File: config.mk
export PLATFORM = sky130hd
export DESIGN_NAME = utf8_sequence_sanitizer_core
export DESIGN_NICKNAME = d
export VERILOG_FILES = /design/src/hw/rtl/u8san_pkg.sv /design/src/hw/rtl/u8san_front.sv /design/src/hw/rtl/u8san_queue.sv /design/src/hw/rtl/u8san_back.sv /design/src/hw/rtl/utf8_sequence_sanitizer_core.sv
export SDC_FILE = /design/constraint.sdc
export NUM_CORES = 1
export LEC_CHECK = 0
export BUFFER_PORTS_ARGS = -buffer_cell sky130_fd_sc_hd__buf_2
export CAP_MARGIN = 20
export CORE_MARGIN = 1
export CORE_UTILIZATION = 55
export CTS_CLUSTER_SIZE = 20
export DETAILED_ROUTE_END_ITERATION = 10
export PLACE_DENSITY = 0.83
export SLEW_MARGIN = 0
export SYNTH_ARGS = -nofsm -noshare
export SYNTH_HDL_FRONTEND = slang
export SYNTH_SLANG_ARGS = --single-unit
export TNS_END_PERCENT = 50
File: constraint.sdc
create_clock -name clock -period 8.31 [get_ports clock]
set_input_delay 1.662 -clock clock [delete_from_list [all_inputs] [get_ports clock]]
set_output_delay 1.662 -clock clock [all_outputs]
set_load 0.1 [all_outputs]
File: src/hw/rtl/u8san_pkg.sv
// ----------------------------------------------------------------------------
// u8san_pkg
// Shared types and byte-class constants for the UTF-8 sequence sanitizer.
// ----------------------------------------------------------------------------
package u8san_pkg;

   // Byte class masks and codes
   localparam logic [7:0] ASCII_MASK = 8'b1000_0000;
   localparam logic [7:0] CONT_MASK  = 8'b1100_0000;
   localparam logic [7:0] CONT_CODE  = 8'b1000_0000;
   localparam logic [7:0] LEAD2_MASK = 8'b1110_0000;
   localparam logic [7:0] LEAD2_CODE = 8'b1100_0000;
   localparam logic [7:0] LEAD3_MASK = 8'b1111_0000;
   localparam logic [7:0] LEAD3_CODE = 8'b1110_0000;
   localparam logic [7:0] LEAD4_MASK = 8'b1111_1000;
   localparam logic [7:0] LEAD4_CODE = 8'b1111_0000;

   // Sequence lengths
   localparam logic [2:0] LEN_NONE = 3'd0;
   localparam logic [2:0] LEN_2    = 3'd2;
   localparam logic [2:0] LEN_3    = 3'd3;
   localparam logic [2:0] LEN_4    = 3'd4;

   localparam int HELD_DEPTH = 3;
   localparam int JOB_BYTES  = 4;

   // One job: the result beats caused by one accepted input beat
   typedef struct packed {
      logic [JOB_BYTES-1:0][7:0] bytes;
      logic [1:0]                last_idx;
      logic                      has_byte;
      logic                      eos;
   } job_type;

   // Front to queue write port
   typedef struct packed {
      logic    valid;
      job_type job;
   } push_type;

   // Queue to back read port
   typedef struct packed {
      logic    valid;
      job_type job;
   } head_type;

endpackage

File: src/hw/rtl/u8san_front.sv
// ----------------------------------------------------------------------------
// u8san_front
// Accepts one byte per beat, classifies it, tracks the pending multibyte
// sequence and emits a job whenever the beat produces results.
// ----------------------------------------------------------------------------
module u8san_front (
   input  logic               clock,
   input  logic               reset,
   input  logic               req_valid,
   output logic               req_stall,
   input  logic [7:0]         req_in_byte,
   input  logic               req_end_of_string,
   input  logic               q_full,
   output u8san_pkg::push_type push
);
   import u8san_pkg::*;

   logic [HELD_DEPTH-1:0][7:0] held_ff, held_in;
   logic [2:0]                 exp_len_ff, exp_len_in;
   logic [1:0]                 held_cnt_ff, held_cnt_in;
   logic                       accept;
   logic                       emit;
   logic [1:0]                 last_idx;
   logic                       has_byte;
   logic [JOB_BYTES-1:0][7:0]  em;
   logic [2:0]                 lead_len;
   logic [7:0]                 b;

   assign b         = req_in_byte;
   assign req_stall = q_full;
   assign accept    = req_valid && !q_full;

   // Decode lead byte length
   always_comb begin
      priority if ((b & LEAD2_MASK) == LEAD2_CODE) begin
         lead_len = LEN_2;
      end else if ((b & LEAD3_MASK) == LEAD3_CODE) begin
         lead_len = LEN_3;
      end else if ((b & LEAD4_MASK) == LEAD4_CODE) begin
         lead_len = LEN_4;
      end else begin
         lead_len = LEN_NONE;
      end
   end

   // Classify the byte and compute next sequence state and job
   always_comb begin
      held_in     = held_ff;
      exp_len_in  = exp_len_ff;
      held_cnt_in = held_cnt_ff;
      emit        = 1'b0;
      last_idx    = 2'd0;
      has_byte    = 1'b1;
      for (int k = 0; k < HELD_DEPTH; k++) begin
         em[k] = held_ff[k];
      end
      em[JOB_BYTES-1] = 8'd0;

      priority if ((b & ASCII_MASK) == 8'd0) begin
         // ASCII: drop pending, pass byte
         exp_len_in  = LEN_NONE;
         held_cnt_in = 2'd0;
         em[0]       = b;
         emit        = 1'b1;
      end else if ((b & CONT_MASK) == CONT_CODE) begin
         if (exp_len_ff != LEN_NONE) begin
            if ({1'b0, held_cnt_ff} + 3'd1 == exp_len_ff) begin
               // Sequence complete: emit held bytes plus this one
               em[held_cnt_ff] = b;
               last_idx        = held_cnt_ff;
               emit            = 1'b1;
               exp_len_in      = LEN_NONE;
               held_cnt_in     = 2'd0;
            end else if (held_cnt_ff < 2'd3) begin
               held_in[held_cnt_ff] = b;
               held_cnt_in          = held_cnt_ff + 2'd1;
            end else begin
               exp_len_in  = LEN_NONE;
               held_cnt_in = 2'd0;
            end
         end
      end else begin
         // Lead or invalid byte: restart
         exp_len_in  = LEN_NONE;
         held_cnt_in = 2'd0;
         if (lead_len != LEN_NONE) begin
            held_in[0]  = b;
            held_cnt_in = 2'd1;
            exp_len_in  = lead_len;
         end
      end

      // End of string: drop pending, give a bare marker if nothing passed
      if (req_end_of_string) begin
         exp_len_in  = LEN_NONE;
         held_cnt_in = 2'd0;
         if (!emit) begin
            em[0]    = 8'd0;
            has_byte = 1'b0;
            emit     = 1'b1;
            last_idx = 2'd0;
         end
      end
   end

   assign push.valid        = accept && emit;
   assign push.job.bytes    = em;
   assign push.job.last_idx = last_idx;
   assign push.job.has_byte = has_byte;
   assign push.job.eos      = req_end_of_string;

   // Advance sequence state on accepted beats
   always_ff @(posedge clock) begin
      if (reset) begin
         exp_len_ff  <= LEN_NONE;
         held_cnt_ff <= 2'd0;
      end else if (accept) begin
         exp_len_ff  <= exp_len_in;
         held_cnt_ff <= held_cnt_in;
      end
   end

   // Hold sequence bytes
   always_ff @(posedge clock) begin
      if (reset) begin
         held_ff <= '0;
      end else if (accept) begin
         held_ff <= held_in;
      end
   end

endmodule

File: src/hw/rtl/u8san_queue.sv
// ----------------------------------------------------------------------------
// u8san_queue
// Short job queue between the classifier front and the serializing back.
// ----------------------------------------------------------------------------
module u8san_queue #(
   parameter int Depth = 4
) (
   input  logic                clock,
   input  logic                reset,
   input  u8san_pkg::push_type push,
   output logic                full,
   output u8san_pkg::head_type head,
   input  logic                pop
);
   import u8san_pkg::*;

   localparam int PtrW = (Depth > 1) ? $clog2(Depth) : 1;
   localparam int CntW = $clog2(Depth + 1);
   localparam logic [PtrW-1:0] LastPtr = PtrW'(Depth - 1);
   localparam logic [CntW-1:0] FullCnt = CntW'(Depth);

   job_type         slot_ff [Depth];
   logic [PtrW-1:0] wr_ptr_ff, wr_ptr_in;
   logic [PtrW-1:0] rd_ptr_ff, rd_ptr_in;
   logic [CntW-1:0] cnt_ff, cnt_in;
   logic            do_push;
   logic            do_pop;

   assign full       = (cnt_ff == FullCnt);
   assign head.valid = (cnt_ff != '0);
   assign head.job   = slot_ff[rd_ptr_ff];
   assign do_push    = push.valid && !full;
   assign do_pop     = pop && head.valid;

   // Advance pointers and occupancy
   always_comb begin
      wr_ptr_in = wr_ptr_ff;
      rd_ptr_in = rd_ptr_ff;
      cnt_in    = cnt_ff;
      if (do_push) begin
         wr_ptr_in = (wr_ptr_ff == LastPtr) ? '0 : wr_ptr_ff + 1'b1;
      end
      if (do_pop) begin
         rd_ptr_in = (rd_ptr_ff == LastPtr) ? '0 : rd_ptr_ff + 1'b1;
      end
      if (do_push && !do_pop) begin
         cnt_in = cnt_ff + 1'b1;
      end else if (do_pop && !do_push) begin
         cnt_in = cnt_ff - 1'b1;
      end
   end

   always_ff @(posedge clock) begin
      if (reset) begin
         wr_ptr_ff <= '0;
         rd_ptr_ff <= '0;
         cnt_ff    <= '0;
      end else begin
         wr_ptr_ff <= wr_ptr_in;
         rd_ptr_ff <= rd_ptr_in;
         cnt_ff    <= cnt_in;
      end
   end

   // Write the job slot
   always_ff @(posedge clock) begin
      if (do_push) begin
         slot_ff[wr_ptr_ff] <= push.job;
      end
   end

endmodule

File: src/hw/rtl/u8san_back.sv
// ----------------------------------------------------------------------------
// u8san_back
// Walks the head job one byte per beat into the result output register.
// ----------------------------------------------------------------------------
module u8san_back (
   input  logic                clock,
   input  logic                reset,
   input  u8san_pkg::head_type head,
   output logic                pop,
   output logic                rsp_valid,
   input  logic                rsp_stall,
   output logic [7:0]          rsp_out_byte,
   output logic                rsp_has_byte,
   output logic                rsp_run_last,
   output logic                rsp_string_end
);
   import u8san_pkg::*;

   logic [1:0] idx_ff, idx_in;
   logic       valid_ff, valid_in;
   logic [7:0] byte_ff;
   logic       has_ff;
   logic       run_last_ff;
   logic       str_end_ff;
   logic       load;
   logic       at_last;

   assign load    = head.valid && (!valid_ff || !rsp_stall);
   assign at_last = (idx_ff == head.job.last_idx);
   assign pop     = load && at_last;

   // Step through the job and refill the output register
   always_comb begin
      idx_in   = idx_ff;
      valid_in = valid_ff;
      if (load) begin
         valid_in = 1'b1;
         idx_in   = at_last ? 2'd0 : idx_ff + 2'd1;
      end else if (!rsp_stall) begin
         valid_in = 1'b0;
      end
   end

   always_ff @(posedge clock) begin
      if (reset) begin
         idx_ff   <= 2'd0;
         valid_ff <= 1'b0;
      end else begin
         idx_ff   <= idx_in;
         valid_ff <= valid_in;
      end
   end

   // Capture result payload
   always_ff @(posedge clock) begin
      if (load) begin
         byte_ff     <= head.job.bytes[idx_ff];
         has_ff      <= head.job.has_byte;
         run_last_ff <= at_last;
         str_end_ff  <= at_last && head.job.eos;
      end
   end

   assign rsp_valid      = valid_ff;
   assign rsp_out_byte   = byte_ff;
   assign rsp_has_byte   = has_ff;
   assign rsp_run_last   = run_last_ff;
   assign rsp_string_end = str_end_ff;

endmodule

File: src/hw/rtl/utf8_sequence_sanitizer_core.sv
// ----------------------------------------------------------------------------
// utf8_sequence_sanitizer_core
// Filters a byte stream down to structurally complete UTF-8 sequences.
// Usage:
//   Input beats (req_*) carry one raw byte and an end-of-string flag. Each
//   result beat (rsp_*) carries one passed byte; rsp_run_last marks the last
//   beat caused by an input byte, rsp_string_end the final beat of a string.
//   A string end that passes no byte gives one bare marker beat with
//   rsp_has_byte low and rsp_out_byte zero.
//   ASCII bytes pass alone; a 2, 3 or 4 byte sequence is released as a burst
//   of beats when its last continuation byte arrives.
// Timing:
//   One input beat per cycle is taken while req_stall is low. A result is
//   held in the job queue, then in the single output register of the back end;
//   a burst leaves there at one beat per cycle while rsp_stall is low. At most
//   four beats wait behind the output, so the default five-entry job queue
//   fills only while rsp_stall is high; the front stalls only when it is full.
// Reset: synchronous reset clears the pending sequence, the queue and rsp_valid.
// Stall: while rsp_stall is high the output beat holds; jobs collect in the
//   queue and req_stall rises once it fills.
// ----------------------------------------------------------------------------
module utf8_sequence_sanitizer_core #(
   parameter int QUEUE_DEPTH = 5
) (
   input  logic       clock,
   input  logic       reset,
   input  logic       req_valid,
   output logic       req_stall,
   input  logic [7:0] req_in_byte,
   input  logic       req_end_of_string,
   output logic       rsp_valid,
   input  logic       rsp_stall,
   output logic [7:0] rsp_out_byte,
   output logic       rsp_has_byte,
   output logic       rsp_run_last,
   output logic       rsp_string_end
);
   import u8san_pkg::*;

   push_type push;
   head_type head;
   logic     q_full;
   logic     pop;

   // Classify input bytes
   u8san_front u_front (
      .clock             (clock),
      .reset             (reset),
      .req_valid         (req_valid),
      .req_stall         (req_stall),
      .req_in_byte       (req_in_byte),
      .req_end_of_string (req_end_of_string),
      .q_full            (q_full),
      .push              (push)
   );

   // Decouple front and back
   u8san_queue #(
      .Depth (QUEUE_DEPTH)
   ) u_queue (
      .clock (clock),
      .reset (reset),
      .push  (push),
      .full  (q_full),
      .head  (head),
      .pop   (pop)
   );

   // Serialize jobs into result beats
   u8san_back u_back (
      .clock          (clock),
      .reset          (reset),
      .head           (head),
      .pop            (pop),
      .rsp_valid      (rsp_valid),
      .rsp_stall      (rsp_stall),
      .rsp_out_byte   (rsp_out_byte),
      .rsp_has_byte   (rsp_has_byte),
      .rsp_run_last   (rsp_run_last),
      .rsp_string_end (rsp_string_end)
   );

endmodule
# After elaboration in Yosys (flattened, before gate mapping)
# Memory sizes are Yosys's and may differ from the RTL's. A register that Yosys moved wholly into a read port is not among the register bits.
# Cells that the tools add are included.
[op_classes]
bitwise = 2
n_mux = 59
div = 0
multipliers = 0
eq_ne = 15
addsub = 7
n_shift = 0
order_cmp = 4
reduce_logical = 26
[op_table]
columns = ["operator", "n"]
rows = [
  ["$mux W32", 3],
  ["$mux W8", 10],
  ["$mux W3", 16],
  ["$bwmux W32", 1],
  ["$mux W2", 13],
  ["$bwmux W24", 1],
  ["$mux W24", 1],
  ["$bmux W8 S2", 1],
  ["$demux W8 S2", 1],
  ["$eq A3 B3 Y1 const B", 4],
  ["$mux W1", 12],
  ["$reduce_and A6 Y1", 2],
  ["$logic_and A1 B1 Y1", 10],
  ["$add A3 B1 Y3 const B", 3],
  ["$reduce_bool A3 Y1", 3],
  ["$logic_not A8 Y1", 1],
  ["$lt A2 B3 Y1 const B", 2],
  ["$ne A2 B2 Y1 const B", 3],
  ["$eq A5 B5 Y1 const B", 1],
  ["$logic_not A1 Y1", 5],
  ["$ne A5 B4 Y1 const B", 1],
  ["$add A2 B1 Y2 const B", 2],
  ["$eq A4 B4 Y1 const B", 1],
  ["$ne A4 B3 Y1 const B", 1],
  ["other kinds (13)", 15],
]
[word_totals]
mem_bits_ro = 0
latch_bits = 0
inputBits = 13
register_bits = 52
ram_bits = 180
output_inout_bits = 13
mem_count = 1
[memory_table]
columns = ["name", "words", "word_bits", "rd", "rd_clocked_by_memory_dff", "write_ports", "line", "source"]
rows = [
  ["u_queue.slot_ff", 5, 36, 1, 1, 1, "u8san_queue.sv:22", "job_type slot_ff [Depth];"],
]

# Depth between registers and ports, before layout
# Gate-level depths: netlist (run 1).
[depth]
word_depth = 13
ltp_mapped = 14
depth_no_buf = 12

# Cells and area by module
# From an unflattened synthesis (run 1), not the netlist that was laid out.
[unflattened]
cells_unflattened = 592
area_unflattened_um2 = 10050.9
[by_module_without_submodules]
columns = ["mod", "instances", "cells_each", "area_each_um2", "seq_area_each_um2"]
rows = [
  ["u8san_queue", 1, 328, 7333.3, 5645.4],
  ["u8san_front", 1, 222, 1996.9, 580.6],
  ["u8san_back", 1, 42, 720.7, 390.4],
]

# Worst setup path after synthesis (run 1)
# Ideal clock, no wire load.
[synth_timing]
path_kind = "input to register"
startpoint = "input req_in_byte[6]"
endpoint = "memory u_queue.slot_ff[4][0] in the netlist's numbering, enable pin"
n_path_buf = 0
cell_stages = 3
t_arrival_ns = 6.017
required_time_ns = 7.778
path_slack_ns = 1.761
setup_ns = 0.532
cell_sequence = "nor3_2 -> o21ai_1 -> nor4b_1"
[synth_via]
elab_chain_cells = 8
[synth_rtl]
columns = ["item", "line", "source"]
rows = [
  ["start: declaration", "utf8_sequence_sanitizer_core.sv:29", "input logic [7:0] req_in_byte,"],
  ["$eq A2 B2 Y1", "u8san_front.sv:65", "end else if ((b & CONT_MASK) == CONT_CODE) begin"],
  ["$mux W1", "u8san_front.sv:65", ""],
  ["$mux W1", "u8san_front.sv:59", "priority if ((b & ASCII_MASK) == 8'd0) begin"],
  ["$mux W1", "u8san_front.sv:94", "if (req_end_of_string) begin"],
  ["$logic_and A1 B1 Y1", "u8san_front.sv:106", "assign push.valid = accept && emit;"],
  ["$logic_and A1 B1 Y1", "u8san_queue.sv:32", "assign do_push = push.valid && !full;"],
  ["$mux W1", "u8san_queue.sv:67", "if (do_push) begin"],
  ["$mux W1 (not written as such)", "u8san_queue.sv:68", "slot_ff[wr_ptr_ff] <= push.job;"],
  ["end: declaration", "u8san_queue.sv:22", ""],
]
# Every way passes these cells.

# Worst setup path after layout (run 1)
[layout_timing]
startpoint = "register u_front.held_cnt_ff[0]"
endpoint = "register u_queue.cnt_ff[2]"
[layout_via]
elab_chain_cells = 12
word_cells_on_any_way = 14
cone_classes = "1 x add/sub; 1 x eq/ne; 6 x mux; 6 x reduce/logical"
[layout_rtl]
columns = ["item", "line", "source"]
rows = [
  ["start: declaration", "u8san_front.sv:20", "logic [1:0] held_cnt_ff, held_cnt_in;"],
  ["start signal: assignment", "u8san_front.sv:119", "held_cnt_ff <= held_cnt_in;"],
  ["$add A2 B1 Y3 *", "u8san_front.sv:67", "if ({1'b0, held_cnt_ff} + 3'd1 == exp_len_ff) begin"],
  ["$eq A3 B3 Y1 *", "u8san_front.sv:67", ""],
  ["$mux W1 *", "u8san_front.sv:67", ""],
  ["$mux W1 *", "u8san_front.sv:66", "if (exp_len_ff != LEN_NONE) begin"],
  ["$mux W1 *", "u8san_front.sv:65", ""],
  ["$mux W1 *", "u8san_front.sv:59", ""],
  ["$mux W1 *", "u8san_front.sv:94", ""],
  ["$logic_and A1 B1 Y1 *", "u8san_front.sv:106", ""],
  ["$logic_and A1 B1 Y1 *", "u8san_queue.sv:32", ""],
  ["named net u_queue.do_push", "u8san_queue.sv:26", "logic do_push;"],
  ["$logic_not A1 Y1", "u8san_queue.sv:48", "end else if (do_pop && !do_push) begin"],
  ["$logic_and A1 B1 Y1", "u8san_queue.sv:48", ""],
  ["$reduce_bool A2 Y1 (no source line)", "-", ""],
  ["end signal: assignment", "u8san_queue.sv:61", "cnt_ff <= cnt_in;"],
  ["end: declaration", "u8san_queue.sv:25", "logic [CntW-1:0] cnt_ff, cnt_in;"],
]
# The timed path passes the listed nets; every way through them passes the cells marked *.
# A chain may end at the register's enable or synchronous reset.

==> results of run 1 <==
## worst max-delay path, stage by stage (launching register included)
cell and delay [ns]:
dfxtp_1 0.60, inv_1 0.15, ha_1 0.52, xor2_4 0.19, nor3_2 0.44, o21ai_1 0.30, inv_1 0.12, ha_1 0.19
inv_1 0.07, fa_1 0.43, xor2_1 0.16, or3_1 0.31, a21oi_1 0.15
## through the flow
stage	worst slack [ns]	cell area [um^2]	util [%]
floorplan	1.761	9874	-
global placement	4.340	10210	58.64
detailed placement	4.214	10210	58.64
CTS	4.631	10960	62.94
global route	4.356	10960	62.94
finish	4.600	10960	62.94
## metal layers
| layer | track usage, % | vias to the layer above |
|---|---|---|
| met3 | 3.878 | 55 |
| met5 | 0 | - |
| met2 | 37.36 | 187 |
| li1 | - | 2336 |
| met1 | 27.59 | 2637 |
| met4 | 8.704 | 0 |
## logic make-up (layout without fill, tap and decap cells)
logic type	Yosys count	count (layout)	synth area share (%)
other	1	5	0.03803
AO/OA/AOI/OAI	46	46	3.591
multiplexers	105	105	17.27
adder cells (fa/ha/maj)	10	10	1.345
flip-flops	235	235	67.11
AND/OR/NAND/NOR	127	127	6.967
XOR/XNOR	11	11	1.168
buffers and inverters	52	96	2.513
## worst paths after layout
path                                             start                  to  cells past startpoint
worst max-delay path            u_front.held_cnt_ff[0]   u_queue.cnt_ff[2]                     12
worst min-delay path                u_front.held_ff[4]  u_front.held_ff[4]                      2
worst max register to register  u_front.held_cnt_ff[0]   u_queue.cnt_ff[2]                     12
worst min register to register      u_front.held_ff[4]  u_front.held_ff[4]                      2
## layout by cell type, fill, tap and decap left out, drive strengths merged, types with 2 or more instances in the layout
cell and n:
a2111oi 2, a21o 2, a21oi 9, and2 7, and3 3, buf 35, bufinv 2, clkbuf 31
clkinv 7, conb 5, dfxtp 44, edfxtp 191, ha 9, inv 20, mux2 21, mux2i 34
mux4 50, nand2 33, nand2b 5, nand3 6, nand3b 2, nand4 4, nor2 32, nor2b 4
nor3 10, nor3b 5, nor4 6, nor4b 2, o2111a 2, o2111ai 2, o211a 2, o21a 2
o21ai 12, o31ai 4, or2 4, xnor2 7, xor2 4
## area by class of cell
class | instances | area, um^2 | area share, %
flip-flops and latches | 235 | 6618 | 60.37
multi-input cells | 304 | 3042 | 27.75
clock buffers | 31 | 635.6 | 5.798
well taps | 225 | 281.5 | 2.568
repair buffers | 35 | 200.2 | 1.826
clock inverters | 11 | 113.9 | 1.039
inverters | 19 | 71.32 | 0.6506
## registers in the layout, summed over array words and instances, names as in the netlist, 2 cells and up, named ones only
signal and cells:
u_back.idx_ff 2, u_back.rsp_out_byte 8, u_front.exp_len_ff 3, u_front.held_cnt_ff 2, u_front.held_ff 24, u_queue.cnt_ff 3
u_queue.rd_ptr_ff 3, u_queue.slot_ff 180, u_queue.wr_ptr_ff 3
## power by group through the flow
stage,Sequential (mW),Combinational (mW),Clock [mW]
floorplan,1.64,0.431,0
global placement,1.43,0.768,0
detailed placement,1.43,0.784,0
CTS,1.41,0.790,1.03
global route,1.41,0.833,1.08
finish,1.40,0.783,1.02
## Yosys cell counts (4+ instances only)
library cell | number | share of area, %
buf_6 | 6 | 0.69
buf_1 | 5 | 0.19
nand3_1 | 6 | 0.30
buf_2 | 6 | 0.30
or2_2 | 4 | 0.25
nor4_1 | 4 | 0.25
nand4_1 | 4 | 0.25
nor3_1 | 6 | 0.30
mux2_2 | 21 | 2.4
dfxtp_1 | 44 | 8.9
xnor2_1 | 7 | 0.62
and2_1 | 7 | 0.44
inv_1 | 19 | 0.72
ha_1 | 9 | 1.1
nor3b_1 | 5 | 0.38
a21oi_1 | 9 | 0.46
nand2b_1 | 5 | 0.32
mux4_2 | 50 | 11
mux2i_1 | 34 | 3.5
nand2_1 | 33 | 1.3
o21ai_0 | 10 | 0.51
nor2b_1 | 4 | 0.25
nor3_2 | 4 | 0.41
edfxtp_1 | 191 | 58
nor2_1 | 32 | 1.2
clkbuf_1 | 16 | 0.61
==> results.rst, run 1 <==
.. list-table::
   :header-rows: 1

   * - Metric
     - Value
   * - Count of flip-flops with a built-in enable after synthesis
     - 191
   * - Number of global-route vias before repair
     - 5498
   * - Endpoint class of the critical path
     - flip-flop
   * - Share of post-route cells with drive strength above 1
     - between 20% and 30%
   * - DRT antenna net count
     - 0
   * - Floorplan die height
     - 135.9 um
   * - Required @ worst endpoint
     - 8.74 ns
   * - Synth-to-layout area growth
     - 11.18%
   * - Reg-to-reg setup timing slack
     - about 4.6 ns
   * - Ratio of routed vias to standard cells
     - 6.064
   * - Run status
     - finished clean
   * - Setup skew after layout
     - between 0.008 and 0.009 ns
   * - Pin count of the biggest net entering global routing
     - 39
   * - Number of placed instances with taps included
     - 818
   * - Met2 WL post-DR
     - slightly below 10000 um
   * - Detailed-router iteration count before antenna repair
     - 5
   * - Fraction of registers with async set or reset after synthesis
     - 0%
   * - Top layer in use
     - met4
   * - Detailed-route wire length per cell
     - 22.13 um
   * - Tmin final
     - 3.710 ns
   * - Clock root buffer
     - clkbuf_16
   * - H-tree levels
     - 1
   * - Number of standard cells in the final layout excluding fillers
     - 860
   * - Part of the Yosys area used for sequential elements
     - 67.11%
   * - Max Transition Viols Final
     - 0
   * - Primary flip-flop cell chosen by synthesis mapping
     - edfxtp_1
   * - Total power consumption of the routed design
     - 3.203 mW
   * - Netlist Area Pre-Place
     - slightly below 10000 um^2
   * - Total length of routed met3 wires
     - 1133 um
   * - P_leak
     - 3.688 nW
   * - Worst Path Max Fanout
     - 11
   * - Hold-fix buffers at CTS
     - 0
   * - Number of antenna violations at the first check in global routing
     - 0
   * - Placement Rows
     - between 40 and 50
   * - Setup fix buffers added after clock tree synthesis
     - 0
   * - Flop and latch count out of synthesis
     - 235
   * - Sequential Power Share
     - 43.8%
   * - CTS Buf Count
     - 23
   * - Global-route wire length before repair
     - 29670 um
   * - All-layer global routing usage
     - 21.79%
   * - Setup repair after global routing missed its margin
     - false
   * - Start-to-end type of the worst setup path
     - reg2reg
   * - Number of buffers between clock root and the deepest sink
     - 3
   * - Count of synthesis-stage warnings from yosys
     - 0
   * - Maximum clock frequency
     - about 0.27 GHz
   * - Final worst hold slack
     - 0.4594 ns
   * - Width of the chip
     - 135.9 um
   * - Switching share of power
     - 30.09%
   * - Number of library cell types mapped by synthesis
     - 58
   * - Vias post-DR
     - 5215
   * - Cell internal power dissipation
     - 2.239 mW
   * - Final cycle utilization of the critical path
     - 44.64%
   * - Iter 0 DRT Violations
     - 406
   * - Synth Instances
     - 587
   * - Switching power of the nets
     - ~0.96 mW
   * - Pwr Density
     - 292.2 nW/um^2
   * - Starting Density
     - 56.61%
   * - Detailed-placement wirelength estimate
     - 10940 um
   * - Average cell area after synthesis
     - between 15 and 20 um^2
   * - Io pins
     - 26
   * - Total Negative Setup Slacks
     - 0 ns
   * - Post-route met1 wirelength
     - about 7500 um
   * - Post-route DRC violation count
     - 0
   * - Type of element launching the critical path
     - flip-flop
   * - Rel. slew slack
     - 34.12%
   * - Die footprint
     - 18470 um^2
   * - Core Box Area
     - around 17000 um^2
   * - Global route overflow
     - 0
   * - Number of nets in the layout
     - 641
   * - Pin slew with the least headroom to its limit
     - 0.9809 ns
   * - Data arrival time of the critical path
     - a little over 4 ns
   * - Peak supply drop
     - 0.2238 mV
   * - Clock tree from TritonCTS
     - built
   * - Total Wirelength
     - roughly 19000 um
   * - Clock latency reported for the late side of the worst-skew pair
     - a little over 0.5 ns
   * - Total setup violations reported at the end of the flow
     - 0
   * - Part of the total power dissipated in combinational logic
     - 24.5%
   * - Diodes inserted
     - 0
   * - CTS sink count
     - between 200 and 250
   * - GPL Wtd Cong
     - 0.8391
   * - Count of instances resized after the clock tree is built
     - 0
   * - Clock Power Share
     - 31.7%
   * - Count of filler cells inserted in the layout
     - 1224
   * - Hold Path Class
     - reg2reg
   * - Number of max-cap violations
     - 0
   * - # port buffers
     - 25
   * - Clock slew at reported path FFs
     - about 0.06 ns
   * - Number of failing hold endpoints at the final stage
     - 0
Power figures use the tool's default switching activity.
==> inputs of run 2 (changes only) <==
--- a/config.mk
+++ b/config.mk
@@ -11,7 +11,7 @@
 export CORE_UTILIZATION = 55
 export CTS_CLUSTER_SIZE = 20
 export DETAILED_ROUTE_END_ITERATION = 10
-export PLACE_DENSITY = 0.83
+export PLACE_DENSITY = 0.85
 export SLEW_MARGIN = 0
 export SYNTH_ARGS = -nofsm -noshare
 export SYNTH_HDL_FRONTEND = slang
==> constraint.sdc (replaced) <==
create_clock -name clock -period 3.35 [get_ports clock]
set_input_delay 0.67 -clock clock [delete_from_list [all_inputs] [get_ports clock]]
set_output_delay 0.67 -clock clock [all_outputs]
set_load 0.1 [all_outputs]
==> run 2 against run 1 <==
First-iteration DRC count fell by 11%. Setup slack worse by 4.4 ns. Count of clock-buffer cells in the layout grew 2. Via count up 3.3%. Critical path depth unchanged. Combinational power grew to 2.5 times the previous value. Global-route usage increased by 1.2 points. Register-to-register slack worse by 4.4 ns. Largest cell class unchanged. Hold slack worse by 0.021 ns. Clock skew up 0.0072 ns. Total power rose by 150%. Critical path type unchanged. Fmax rose by 19%. Highest routed layer unchanged.
==> results.rst, run 2 (same netlist as run 1, synthesis figures left out) <==
.. list-table::
   :header-rows: 1

   * - Metric
     - Value
   * - Cell with the most instances on the worst path
     - inv_1
   * - Cell internal power dissipation
     - about 5.5 mW
   * - Tmin final
     - 3.124 ns
   * - Start point of the worst min-delay path
     - rsp_stall
   * - Worst Path Max Fanout
     - 11
   * - Commonest cells after routing, fill and taps aside
     - edfxtp_1, mux4_2, dfxtp_1
   * - Number of buffers between clock root and the deepest sink
     - 3
   * - Starting Density
     - a little under three fifths
   * - Pwr Density
     - approximately 710 nW/um^2
   * - Number of failing hold endpoints at the final stage
     - 0
   * - Critical Path Slowest Stage Cell
     - ha_1
   * - Hold Path Class
     - in2reg
   * - Worst path bufs/invs
     - 3
   * - CTS sink count
     - 235
   * - Diodes inserted
     - 0
   * - Count of instances resized after the clock tree is built
     - 0
   * - Largest register by flop count
     - u_queue.slot_ff
   * - Setup skew after layout
     - 0.01530 ns
   * - # port buffers
     - 25
   * - Vias post-DR
     - roughly 5400
   * - Global-route wire length before repair
     - 31410 um
   * - Clock latency reported for the late side of the worst-skew pair
     - about 0.5 ns
   * - Start-to-end type of the worst setup path
     - reg2reg
   * - Switching share of power
     - 30.36%
   * - Rel. slew slack
     - between 30% and 40%
   * - Io pins
     - 26
   * - Area of combinational cells with multiple inputs
     - 3103 um^2
   * - GPL Wtd Cong
     - 0.9693
   * - Total Wirelength
     - 20100 um
   * - Number of max-cap violations
     - 0
   * - Number of antenna violations at the first check in global routing
     - 0
   * - Core Box Area
     - 17420 um^2
   * - DRT antenna net count
     - 0
   * - Placement Rows
     - 48
   * - Total Negative Setup Slacks
     - 0 ns
   * - Width of the chip
     - ~140 um
   * - Clock Power Share
     - 31.0%
   * - Die footprint
     - ~18000 um^2
   * - Iter 0 DRT Violations
     - roughly 360
   * - P_leak
     - 3.745 nW
   * - Detailed-router iteration count before antenna repair
     - 5
   * - Detailed-placement wirelength estimate
     - 11840 um
   * - Required @ worst endpoint
     - roughly 3.8 ns
   * - Hold-fix buffers at CTS
     - 0
   * - Count of filler cells inserted in the layout
     - 1147
   * - Share of post-route cells with drive strength above 1
     - 26.63%
   * - Clock slew at reported path FFs
     - 0.06 ns
   * - Setup fix buffers added after clock tree synthesis
     - 0
   * - Dominant delay contributor by cell family on the critical path
     - adder cells
   * - Final worst hold slack
     - 0.4381 ns
   * - Data arrival time of the critical path
     - 3.55 ns
   * - Floorplan die height
     - 135.9 um
   * - Switching power of the nets
     - 2.413 mW
   * - Total power consumption of the routed design
     - 7.948 mW
   * - Critical path origin
     - u_front.held_cnt_ff[0]
   * - Sequential Power Share
     - 44.2%
   * - Cells traversed along the worst timing path
     - inv_1 -> ha_1 -> xor2_4 -> nor3_4 -> o21ai_4 -> inv_1 -> ha_1 -> inv_1 -> fa_1 -> xor2_1 -> or3_1 -> a21oi_1
   * - Synth-to-layout area growth
     - 13.00%
   * - Peak supply drop
     - 0.4440 mV
   * - Global route overflow
     - 0
   * - Run status
     - finished clean
   * - Number of flip-flops under the largest register name
     - 180
   * - Detailed-route wire length per cell
     - 23.08 um
   * - Type of element launching the critical path
     - flip-flop
   * - Setup repair after global routing missed its margin
     - false
   * - H-tree levels
     - 1
   * - Max Transition Viols Final
     - 0
   * - Post-route DRC violation count
     - 0
   * - Crit Reg-Reg Startpoint
     - u_front.held_cnt_ff[0]
   * - Clock tree from TritonCTS
     - built
   * - Final cycle utilization of the critical path
     - 93.26%
   * - All-layer global routing usage
     - 23.02%
   * - Pin slew with the least headroom to its limit
     - between 0.9 and 1 ns
   * - Peak per-stage delay on the critical path
     - between 0.5 and 0.6 ns
   * - Most common cell after layout, fill and taps aside
     - edfxtp_1
   * - Endpoint class of the critical path
     - flip-flop
   * - Combined flip-flop and latch cell area
     - 6619 um^2
   * - Ratio of routed vias to standard cells
     - 6.183
   * - Number of global-route vias before repair
     - 5737
   * - Total setup violations reported at the end of the flow
     - 0
   * - Maximum clock frequency
     - approximately 0.32 GHz
   * - Number of placed instances with taps included
     - 828
   * - CTS Buf Count
     - 24
   * - Part of the total power dissipated in combinational logic
     - 24.8%
   * - Clock root buffer
     - clkbuf_16
   * - Number of nets in the layout
     - roughly 650
   * - Pin count of the biggest net entering global routing
     - 37
   * - Number of standard cells in the final layout excluding fillers
     - about 870
-- run 2: changes by cell type in the layout (fill, tap and decap cells not counted), moves of 4 or more --
cell	previous run	this run
nor4_4	2	6
buf_12	0	5
clkinv_1	1	5
nor4_2	4	0
buf_4	10	15
-- run 2: layout make-up --
class	instances	share of cell area (%)
repair buffers	45	3.032
well taps	225	2.527
clock buffers	33	5.885
clock inverters	10	0.6514
inverters	19	0.6402
flip-flops and latches	235	59.41
multi-input cells	304	27.85
-- run 2: layer usage --
| metal | part of all wire (%) | global-route usage, % | wire (um) | vias to the layer above |
|---|---|---|---|---|
| met5 | 0 | 0 | 0 | - |
| met4 | 3.3 | 9.383 | 661 | 0 |
| met3 | 6.6 | 3.617 | 1323 | 59 |
| met2 | 51 | 40.22 | 10240 | 238 |
| met1 | 39 | 28.71 | 7873 | 2733 |
| li1 | - | - | - | 2355 |
-- run 2: through the flow --
stage	utilization, %	worst slack [ns]	area (um^2)
global route	63.97	0.05394	11140
finish	63.97	0.2258	11140
detailed placement	59.78	0.2880	10410
floorplan	-	0.01023	9977
global placement	59.78	0.4437	10410
CTS	63.97	0.2355	11140
-- run 2: worst register-to-register path: stages, from the launching register on --
cell and delay (ns):
dfxtp_2 0.45, inv_1 0.12, ha_1 0.53, xor2_4 0.21, nor3_4 0.28, o21ai_4 0.09
inv_1 0.07, ha_1 0.18, inv_1 0.07, fa_1 0.43, xor2_1 0.16, or3_1 0.30
a21oi_1 0.16
-- run 2: worst paths after layout --
kind	to	slack, ns	cells past startpoint
setup / recovery	u_queue.cnt_ff[2]	0.23	12
setup reg to reg	u_queue.cnt_ff[2]	0.23	12
hold reg to reg	u_front.held_ff[0]	0.46	2
hold / removal	u_back.rsp_valid	0.44	3
-- run 2: power groups by stage --
stage | logic (mW) | registers (mW) | clock network [mW]
floorplan | 1.08 | 4.08 | 0
global placement | 1.92 | 3.55 | 0
detailed placement | 1.97 | 3.57 | 0
CTS | 1.99 | 3.51 | 2.49
global route | 2.08 | 3.53 | 2.62
finish | 1.97 | 3.51 | 2.46
